$ cat config.mk
export PLATFORM = sky130hd
export DESIGN_NAME = sed_square
export DESIGN_NICKNAME = d
export VERILOG_FILES = /design/src/rtl/core/symmetric_epipolar_error_assert.svh /design/src/rtl/core/sed_square.sv
export SDC_FILE = /design/constraint.sdc
export NUM_CORES = 2
export LEC_CHECK = 0
export ABC_AREA = 1
export BUFFER_PORTS_ARGS = -buffer_cell sky130_fd_sc_hd__buf_2
export CAP_MARGIN = 5
export CORE_MARGIN = 2
export CORE_UTILIZATION = 33
export DETAILED_ROUTE_END_ITERATION = 16
export PLACE_DENSITY = 0.58
export SLEW_MARGIN = 0
export SYNTH_ARGS = -nofsm -noshare
export SYNTH_HDL_FRONTEND = slang
export SYNTH_SLANG_ARGS = --single-unit
$ cat constraint.sdc
create_clock -name clk_i -period 15.9 [get_ports clk_i]
set_input_delay 1.59 -clock clk_i [delete_from_list [all_inputs] [get_ports clk_i]]
set_output_delay 1.59 -clock clk_i [all_outputs]
set_load 0.02 [all_outputs]
$ cat src/rtl/core/symmetric_epipolar_error_assert.svh
// Assertion macros shared by the epipolar error block.
`ifndef SYMMETRIC_EPIPOLAR_ERROR_ASSERT_SVH
`define SYMMETRIC_EPIPOLAR_ERROR_ASSERT_SVH

// Same-cycle implication, checked on every rising clock edge out of reset.
`define SED_ASSERT_NOW(label, ante, cons) \
  label: assert property (@(posedge clk_i) disable iff (!rst_ni) (ante) |-> (cons)) \
    else $error("same-cycle check failed");

// Next-cycle implication, checked on every rising clock edge out of reset.
`define SED_ASSERT_NEXT(label, ante, cons) \
  label: assert property (@(posedge clk_i) disable iff (!rst_ni) (ante) |=> (cons)) \
    else $error("next-cycle check failed");

`endif

$ cat src/rtl/core/sed_square.sv
// Squares a signed value over three stages: magnitude, split partial
// products, and their weighted sum.
module sed_square #(
  parameter int W = 50
) (
  input  logic                clk_i,
  input  logic                en_i,
  input  logic signed [W-1:0] x_i,
  output logic [2*W-1:0]      sq_o
);

  localparam int LW = W / 2;
  localparam int HW = W - LW;
  localparam int SW = 2 * W;

  logic [W-1:0]       mag_q;
  logic [2*HW-1:0]    hh_q;
  logic [HW+LW-1:0]   hl_q;
  logic [2*LW-1:0]    ll_q;
  logic [SW-1:0]      sq_q;
  logic [HW-1:0]      hi;
  logic [LW-1:0]      lo;

  assign hi = mag_q[W-1:LW];
  assign lo = mag_q[LW-1:0];

  always_ff @(posedge clk_i) begin
    if (en_i) begin
      mag_q <= x_i[W-1] ? W'(-x_i) : W'(x_i);
      hh_q  <= hi * hi;
      hl_q  <= hi * lo;
      ll_q  <= lo * lo;
      sq_q  <= (SW'(hh_q) << (2 * LW)) + (SW'(hl_q) << (LW + 1)) + SW'(ll_q);
    end
  end

  assign sq_o = sq_q;

endmodule

======== Word level (Yosys, flattened, before mapping) ========
Index checks and enable logic that the tools add are counted.
Widths: inputs -> output; s select.
operators by class
  add/subtract/negate cells ............... 3
  multipliers ............................. 3
  muxes and demuxes ....................... 1
operators by type and width
  kind              count
  $mul 25x25->50    3
  $add 100x50->100  1
  $add 100x76->100  1
  $neg 50->50       1
  $mux 49           1
storage, ports and cells
  flip-flop bits (word level) ............. 300
  input bits .............................. 52
  output and inout bits ................... 100
  logic and storage cells ................. 13

======== Longest topological paths before layout ========
  depth after elaboration ................. 2
  gate-level depth with buffers ........... 31
  gate-level depth less buffers ........... 29

======== Least setup slack after synthesis ========
OpenSTA, ideal clock, no wires.
  path type ............................... register to register
  from .................................... register mag_q[3]
  to ...................................... register ll_q[42] (data pin)
  setup time .............................. 252 ps
  arrival time ............................ 6190 ps
  required time ........................... 15648 ps
  setup slack ............................. 9458 ps
  stages on the path, launching flop included .. 29
  path buffers ............................ 3
  clock period less this slack ............ 6442 ps
  path through ............................ edfxtp_1 clkbuf_1 clkbuf_1 buf_1 nand2_1 fa_1 inv_1 fa_1 inv_1 fa_1 inv_1 fa_1 inv_1 fa_1 inv_1 fa_1 inv_1 fa_1 inv_1 ha_1 nand2_1 nor2_1 inv_1 nor3_1 nand2_1 nand3_1 nand2_1 nand3_1 nand2_1
between the ends
  cells in the longest elaborated chain, start to end .. 1
RTL lines
  what                    RTL line          RTL
  start, declared         sed_square.sv:16  logic [W-1:0] mag_q;
  start signal, assigned  sed_square.sv:29  mag_q <= x_i[W-1] ? W'(-x_i) : W'(x_i);
  $mul 25x25->50          sed_square.sv:32  ll_q <= lo * lo;
  end signal, assigned    sed_square.sv:32
  end, declared           sed_square.sv:19  logic [2*LW-1:0] ll_q;
Every way passes these cells.
A chain may end at the register's enable or synchronous reset.

======== Worst setup path in the final report ========
  from .................................... register mag_q[48]
  to ...................................... register hh_q[44] (data pin)
between the ends
  cells in the longest elaborated chain, start to end .. 1
RTL lines
  what                  RTL line          RTL
  $mul 25x25->50        sed_square.sv:30  hh_q <= hi * hi;
  end signal, assigned  sed_square.sv:30
  end, declared         sed_square.sv:17  logic [2*HW-1:0] hh_q;
Every way passes these cells.

==> metrics.txt <==
vias per cell=4.67; Syn-to-layout area delta=6.75%; post-place setup slack=8.39 ns; Detail Placement HPWL=181 mm; crit path kind=reg2reg; Max-Cap Viols=0; status=completed; routability-driven placement congestion ratio=0.964; io pins=152; Final nets=11700; port bufs=150; yosys warns=0; routed wire length=230 mm; die width=484 µm; row cnt=176; DR vias=59100; Mean Syn Cell Area=7.88 µm²; Total Neg Setup Slack=0 ns; die area=234000 µm²; Clock Skew=0.0549 ns; Residual DRC=0; Final Setup Violations=0; Initial Utilization=33.1%; HP Class=reg2reg; Post-DRT Antenna Nets=0; flops & latches, synth=297; root buffer cell=clkbuf_16; f_max=0.132 GHz; Clock Tree Buf Depth=3; crit path max fanout=32; sequential area share after synthesis=11.7%; DRT Pass-1 Iters=6; Core Region=229000 µm²; clock sink count=297; multi-input combinational cell area=54700 µm²; CTS tree=built; 1st-iter DRT viols=4194; Critical Path RT=16.29 ns; GR Overflow Total=0; first-pass GRT wire length=367 mm; Global Route Usage Sum=20.1%; Netlist cell types=47; Post-CTS Hold Buffers=0; Fill cells=23900; initial antenna violation count=4; Clock Latency Late Sink=0.66 ns; CP endpoint kind=register; worst setup slack after layout=8.32 ns; largest net degree at the start of global routing=113; die span in y=484 µm; RSZ-0062 raised after global routing=no; Mapped Area=75900 µm²; Critical Path AT=7.97 ns; Slew Limit Fails=0; Num CTS Buffers=37; fin crit period=7.58 ns; CP startpoint kind=register; clock-pin slew on the worst setup and hold paths=0.07 ns; Slew Limit Headroom=21.7%; Hold Vio Cnt, Final=0; cell count after synthesis=9629; Storage cell area=8920 µm²; post-CTS repair timing setup buffer count=0; Slew @ Worst Pin=1.17 ns; number of global-route vias before repair=64200; Final Cycle Share=47.7%; layout cells sized above 1=4.32%; post-DR wirelength/cell=18.2 µm; post_cts resized=0; H-tree levels=2; Post-Syn Nets=11800
==> synth_stat cells, drive strengths merged <==
cell	n	share of area, %
a21boi	7	0.069
a21o	16	0.16
a21oi	245	1.6
a31oi	7	0.058
and2	11	0.094
and3	3	0.025
buf	49	0.25
clkbuf	239	1.2
clkinv	1	0.0049
conb	1	0.0049
edfxtp	297	12
fa	1459	38
ha	614	10
inv	2995	15
nand2	2466	12
nand2b	1	0.0082
nand3	218	1.5
nand3b	5	0.049
nand4	58	0.49
nor2	476	2.6
nor3	64	0.51
nor3b	2	0.033
nor4	10	0.091
o21a	8	0.079
o21ai	128	0.85
o21bai	29	0.29
o22ai	1	0.0082
o31ai	2	0.020
or2	13	0.11
xnor2	54	0.62
xor2	150	1.7
==> through the flow <==
stage | utilization (%) | cell area (µm²) | hold WS (ns) | instances
2_1_floorplan | - | 75900 | 0.400 | 9629
3_3_place_gp | 34.8 | 79800 | 0.400 | 12600
3_5_place_dp | 34.8 | 79800 | 0.406 | 12600
4_1_cts | 35.3 | 81000 | 0.410 | 12600
5_1_grt | 35.3 | 81000 | 0.421 | 12600
6_report | 35.3 | 81000 | 0.409 | 12600
==> area by class of cell <==
type                    instances  area share [%]
clock inverters                25           0.384
repair buffers                204            1.44
multi-input cells            6048            67.5
inverters                    2996            13.9
well taps                    3026            4.67
clock buffers                  42            1.17
flip-flops and latches        297            11.0
diodes                          1         0.00309
==> worst paths after layout <==
| path | slack [ns] | startpoint | cells after the start | end |
|---|---|---|---|---|
| setup / recovery | 8.32 | mag_q[48] | 21 | hh_q[44] |
| hold / removal | 0.41 | ll_q[19] | 0 | sq_o[19] |
| setup reg to reg | 8.32 | mag_q[48] | 21 | hh_q[44] |
| hold reg to reg | 0.41 | ll_q[19] | 0 | sq_o[19] |
==> critical path, cell delays in order, from the launching register on <==
cell      delay (ns)
edfxtp_1        1.12
buf_4           0.61
nand2_1         0.15
fa_1            0.54
fa_1            0.53
fa_1            0.53
fa_1            0.52
inv_1           0.06
fa_1            0.57
fa_1            0.44
fa_1            0.47
ha_1            0.41
a21oi_1         0.32
nor2_1          0.08
nor2_1          0.17
inv_1           0.06
a21oi_1         0.25
o21ai_0         0.17
nand2_1         0.10
nand3_1         0.07
nand2_1         0.06
nand2_1         0.06
==> metal layers <==
metal	global-route usage, %	vias to the layer above	wire, µm
li1	-	27500	-
met1	28.8	29500	107000
met5	0	-	24
met3	3.02	250	16200
met2	31.9	1878	102000
met4	4.51	4	5080
==> layout by cell type, fill, tap and decap left out, types with 54 or more instances in the layout <==
cell type  instances
inv_1           2983
nand2_1         2425
fa_1            1459
ha_1             614
nor2_1           421
edfxtp_1         297
a21oi_1          242
nand3_1          203
xor2_1           150
buf_2            149
o21ai_0          115
nand4_1           56
xnor2_1           54
buf_4             54
==> kinds of logic (layout without fill, tap and decap cells) <==
| logic type | count (synthesis) | in the layout | share of synthesized area [%] |
|---|---|---|---|
| other cells | 1 | 2 | 0.00494 |
| compound gates | 443 | 443 | 3.16 |
| buf+inv | 3284 | 3267 | 16.2 |
| xor+xnor | 204 | 204 | 2.35 |
| fa+ha+maj | 2073 | 2073 | 48.6 |
| flops | 297 | 297 | 11.7 |
| simple gates | 3327 | 3327 | 17.9 |
==> state kept, by name, indices dropped and copies added, names as in the netlist <==
name,count
sq_o,99
hh_q,49
ll_q,49
hl_q,50
mag_q,50
Power is left out: the tool's default activity adds up to more than one toggle a clock period on the data nets, which glitch-free logic cannot reach.
