--- src/rtl/core/symmetric_epipolar_error_assert.svh ---
// Assertion macros shared by the epipolar error block.
`ifndef SYMMETRIC_EPIPOLAR_ERROR_ASSERT_SVH
`define SYMMETRIC_EPIPOLAR_ERROR_ASSERT_SVH

// Same-cycle implication, checked on every rising clock edge out of reset.
`define SED_ASSERT_NOW(label, ante, cons) \
  label: assert property (@(posedge clk_i) disable iff (!rst_ni) (ante) |-> (cons)) \
    else $error("same-cycle check failed");

// Next-cycle implication, checked on every rising clock edge out of reset.
`define SED_ASSERT_NEXT(label, ante, cons) \
  label: assert property (@(posedge clk_i) disable iff (!rst_ni) (ante) |=> (cons)) \
    else $error("next-cycle check failed");

`endif

--- src/rtl/core/sed_pkg.sv ---
package sed_pkg;

  localparam int COORD_FRAC = 4;
  localparam int OUT_FRAC   = 16;
  localparam int ERR_W      = 32;
  localparam int CFG_ADDR_W = 3;
  localparam int CFG_DATA_W = 64;
  localparam int NUM_COEF   = 9;

  localparam logic [CFG_ADDR_W-1:0] REG_PAIR_01 = 3'd0;
  localparam logic [CFG_ADDR_W-1:0] REG_PAIR_23 = 3'd1;
  localparam logic [CFG_ADDR_W-1:0] REG_PAIR_45 = 3'd2;
  localparam logic [CFG_ADDR_W-1:0] REG_PAIR_67 = 3'd3;
  localparam logic [CFG_ADDR_W-1:0] REG_LAST    = 3'd4;

  // Status of one side of the error computation.
  typedef struct packed {
    logic sat;  // quotient does not fit in the output format
    logic deg;  // line normal has zero length
  } div_flag_t;

endpackage

--- src/rtl/core/sed_line.sv ---
// Evaluates p*x + q*y + r*2^COORD_FRAC over two register stages.
module sed_line #(
  parameter int PW = 32,
  parameter int XW = 16
) (
  input  logic                   clk_i,
  input  logic                   en_i,
  input  logic signed [PW-1:0]   p_i,
  input  logic signed [PW-1:0]   q_i,
  input  logic signed [PW-1:0]   r_i,
  input  logic signed [XW-1:0]   x_i,
  input  logic signed [XW-1:0]   y_i,
  output logic signed [PW+XW:0]  sum_o
);

  localparam int OW = PW + XW + 1;
  localparam int RW = PW + sed_pkg::COORD_FRAC;

  logic signed [PW+XW-1:0] px_q, qy_q;
  logic signed [RW-1:0]    rs_q;
  logic signed [OW-1:0]    sum_q;

  always_ff @(posedge clk_i) begin
    if (en_i) begin
      px_q  <= p_i * x_i;
      qy_q  <= q_i * y_i;
      rs_q  <= {r_i, {sed_pkg::COORD_FRAC{1'b0}}};
      sum_q <= OW'(px_q) + OW'(qy_q) + OW'(rs_q);
    end
  end

  assign sum_o = sum_q;

endmodule

--- config.mk ---
export PLATFORM = sky130hd
export DESIGN_NAME = sed_line
export DESIGN_NICKNAME = d
export VERILOG_FILES = /design/src/rtl/core/symmetric_epipolar_error_assert.svh /design/src/rtl/core/sed_pkg.sv /design/src/rtl/core/sed_line.sv
export SDC_FILE = /design/constraint.sdc
export NUM_CORES = 2
export LEC_CHECK = 0
export ABC_CLOCK_PERIOD_IN_PS = 7800
export BUFFER_PORTS_ARGS = -buffer_cell sky130_fd_sc_hd__buf_2
export CORE_ASPECT_RATIO = 1.4
export CORE_MARGIN = 4
export CORE_UTILIZATION = 60
export DETAILED_ROUTE_END_ITERATION = 10
export HOLD_SLACK_MARGIN = 0.03
export PLACE_DENSITY = 0.78
export SETUP_SLACK_MARGIN = 0.3
export SLEW_MARGIN = 0
export SYNTH_ARGS = -nofsm -noshare
export SYNTH_HDL_FRONTEND = slang
export SYNTH_SLANG_ARGS = --single-unit
export TNS_END_PERCENT = 50
--- constraint.sdc ---
create_clock -name clk_i -period 7.8 [get_ports clk_i]
set_input_delay 1.17 -clock clk_i [delete_from_list [all_inputs] [get_ports clk_i]]
set_output_delay 1.17 -clock clk_i [all_outputs]
set_load 0.01 [all_outputs]
; Word-level counts from Yosys, hierarchy flattened
; Index checks and enable logic that the tools add are counted.
[totals]
mem_bits_ro = 0
mem_bits_rw = 0
regBits = 177
output_inout_bits = 49
n_memories = 0
latchBits = 0
[classes]
addsub = 2
bitwise_logic = 0
n_mul = 2
shifts = 0
mux = 0
order_cmp = 0
eq_ne = 0
reduce_logical = 0
n_div = 0
[ops]
columns = cell, count
row1 = $mul 32x16->48, 2
row2 = $add 48x48->49, 1
row3 = $add 49x36->49, 1

; Depth between registers and ports, before layout
[logic_depth]
word_depth = 2
mapped_depth = 26
mapped_depth_nobuf = 25

; Least setup slack after synthesis
; No wires, ideal clock.
[synth_timing]
kind = input port to flip-flop
startpoint = in p_i[7]
endpoint = reg px_q[45] (data pin)
t_required_ps = 7542
t_arrival_ps = 6844
n_path_buf = 1
path_stages = 24
slack_ps = 698
cell_sequence = clkbuf_1 nand2_1 fa_1 inv_1 fa_1 inv_1 fa_1 inv_1 fa_1 fa_1 inv_1 fa_1 inv_1 ha_1 a21oi_1 o21ai_1 a2111oi_0 o22a_1 o21ai_1 a31oi_1 o22ai_1 and3_1 a31oi_1 xnor2_1
[synth_between]
elab_chain_cells = 1
[synth_rtl]
columns = item, line
row1 = "start, declared", sed_line.sv:8  ; input logic signed [PW-1:0] p_i,
row2 = $mul 32x16->48, sed_line.sv:25  ; px_q <= p_i * x_i;
row3 = "end signal, assigned", sed_line.sv:25
row4 = "end, declared", sed_line.sv:19  ; logic signed [PW+XW-1:0] px_q, qy_q;
; No other way between the ends.
; A chain may end at the register's enable or synchronous reset.

; Worst setup path after layout
[layout_timing]
startpoint = in x_i[3]
endpoint = reg px_q[47] (data pin)
[layout_between]
elab_chain_cells = 1
[layout_rtl]
columns = item, line
row1 = "start, declared", sed_line.sv:11  ; input logic signed [XW-1:0] x_i,
row2 = $mul 32x16->48, sed_line.sv:25
; No other way between the ends.

==> flow_metrics.py <==
metrics = {
    "drt": {
        "viasPerCell": 5.58,
        "dr_total_vias": 31600,
        "wl_per_cell_um": 18.2,
        "drcViolationCount": 0,
        "first_pass_iters": 6,
        "drt_iter0_markers": 1828,
        "wl_mm": 103,
        "ant_nets": 0,
    },
    "sta": {
        "worst_clock_skew_ps": 14.4,
        "fin_crit_sh_pct": 91.9,
        "rsz0062_at_grt": "true",
        "max_freq_mhz": 140,
        "worstMarginPinSlew_ps": 772,
        "setup_violations": 0,
        "period_needed_ps": 7160,
        "finalHoldViolCount": 0,
        "slew_viol_final": 0,
        "max-slew-margin-rel_pct": 48.5,
    },
    "clock_network": {
        "root_buffer": "clkbuf_16",
        "htreeDepth": 4,
        "ctsResizeCount": 0,
        "cts_tree": "built",
        "hold_buffers": 0,
        "clkSinkCount": 177,
        "cts_setup_buffers": 0,
        "cts_buffers": 17,
        "clk_path_buf_depth": 2,
        "clk-insertion-delay-late_ps": 450,
        "clk_pin_slew_worst_paths_ps": 80,
    },
    "critical_path": {
        "crit_type": "input pin to flop",
        "path_delay_family": "adder cells",
        "path_cells": "buf_2 -> nand2_1 -> fa_1 -> fa_1 -> fa_1 -> inv_1 -> fa_1 -> fa_1 -> inv_1 -> fa_1 -> inv_1 -> ha_1 -> a21oi_1 -> o21ai_1 -> a2111oi_0 -> o22a_1 -> o21ai_1 -> nand3_1 -> and4b_1 -> nor2_1 -> a221o_1 -> xnor2_1",
        "critPathBufInv": 4,
        "worstPathRequired_ps": 7990,
        "critPathArrivalTime_ps": 7360,
        "crit_path_start_kind": "input pin",
        "cp_slowest_cell": "fa_1",
        "cp_common_cell": "fa_1",
        "cpPeakStageDelay_ps": 530,
        "crit_fanout": 28,
        "critPathCaptureType": "flop",
    },
    "yosys": {
        "yosysWarningCount": 0,
        "synth_cells": 4617,
        "synth_nets": 6043,
        "synth_edf_count": 177,
        "syn_area_mm2": 0.0442,
        "synth-main-ff-cell": "edfxtp_1",
        "synthArstFlopShare_pct": 0,
        "yosysTopAreaCell": "fa_1",
        "ys_seq_area_share_pct": 12.0,
        "avgSynthCellArea_um2": 9.57,
        "ys_ff_latch": 177,
        "yosysTopAreaCellShare_pct": 46.1,
        "synthTopCellsByArea": "fa_1, edfxtp_1, inv_1, ha_1, and2_1",
        "synth_cell_type_count": 61,
    },
    "floorplan": {
        "core.rowCount": 117,
        "die_width_um": 237,
        "dieArea_mm2": 0.0781,
        "start_util_pct": 60.6,
        "core_area_mm2": 0.0729,
        "die_h_um": 329,
        "io_pins": 179,
    },
    "finish": {
        "regArea_mm2": 0.00532,
        "area_delta_synth_final_pct": 5.51,
        "fin_area_mm2": 0.0466,
        "final_common_cell": "inv_1",
        "layout_common_cells": "inv_1, fa_1, nand2_1, and2_1, ha_1",
        "drive_above_1_share_pct": 5.83,
        "multi_input_area_mm2": 0.0340,
        "num-fill-cells": 5838,
        "nNetsFinal": 6115,
    },
    "place": {
        "dp_hpwl_mm": 86.8,
        "place_area_mm2": 0.0460,
        "numPortBuffers": 178,
        "gp_congestion": 0.934,
    },
    "grt": {
        "grtUsageTotal_pct": 27.7,
        "antenna_found_initial": 2,
        "grt_max_degree": 77,
        "overflow": 0,
        "grt_pass1_wl_mm": 171,
        "grt_pass1_vias": 35000,
    },
    "hold_path": {
        "hold_class": "flop to flop",
    },
    "run_status": {
        "status": "complete, no violations",
    },
    "flow_run": {
        "cap_viol_max_count": 0,
    },
}
per-stage QoR:
step,instances,setup TNS [ps],setup slack [ps],hold WS [ps],utilization (%)
finish,5655,0,636,629,64.0
global route,5653,0,243,657,64.0
CTS,5653,0,407,653,64.0
detailed placement,5622,-92.1,-43.4,623,63.2
global placement,5622,0,197,607,63.2
floorplan,4617,0,698,513,-
sequential cells by signal (all words and copies together) (netlist names):
register,cells
px_q,48
sum_o,49
qy_q,48
rs_q,32
cells by family (layout without fill, tap and decap cells):
kind of cell | after synthesis | in the layout | share of synthesized area, %
AOI/OAI and AO/OA | 429 | 429 | 6.24
xor gates and xnor gates | 142 | 142 | 2.81
adders and majority gates | 1296 | 1296 | 54.0
buffers and inverters | 1291 | 1375 | 11.0
DFF | 177 | 177 | 12.0
muxes | 1 | 1 | 0.0226
other | 0 | 2 | 0
and+or+nand+nor | 1281 | 1281 | 14.0
Yosys cell counts, drive strengths merged, types with 39 or more instances:
cell type and n:
nand2 618, edfxtp 177, a21oi 137, xnor2 103, ha 279, xor2 39, o21ai 78, inv 1113
nor2 113, a21o 76, and2 413, fa 1017, clkbuf 173
layer usage:
| layer | GRT usage, % | vias to the layer above | share of wire (%) |
|---|---|---|---|
| met2 | 50.1 | 1131 | 53 |
| met5 | 0 | - | 0 |
| met3 | 3.68 | 393 | 5.9 |
| met4 | 15.9 | 0 | 7.2 |
| met1 | 31.3 | 16100 | 34 |
| li1 | - | 13900 | - |
path summary, 6_finish.rpt:
check | startpoint | end | slack [ps] | depth (start not counted)
worst max-delay path | x_i[3] | px_q[47]$_DFFE_PP_ | 640 | 22
worst min-delay path | px_q[0]$_DFFE_PP_ | sum_o[0]$_DFFE_PP_ | 630 | 1
worst max register to register | qy_q[1]$_DFFE_PP_ | sum_o[47]$_DFFE_PP_ | 3460 | 13
worst min register to register | px_q[0]$_DFFE_PP_ | sum_o[0]$_DFFE_PP_ | 630 | 1
final cells by class:
type	instances	area share, %
Sequential cell	177	11.4
Antenna cell	2	0.0107
Timing Repair Buffer	231	2.84
Tap cell	952	2.55
Inverter	1113	8.96
Clock buffer	17	0.912
Clock inverter	14	0.322
Multi-Input combinational cell	3149	73.0
Power is left out: the tool's default activity adds up to more than one toggle a clock period on the data nets, which glitch-free logic cannot reach.
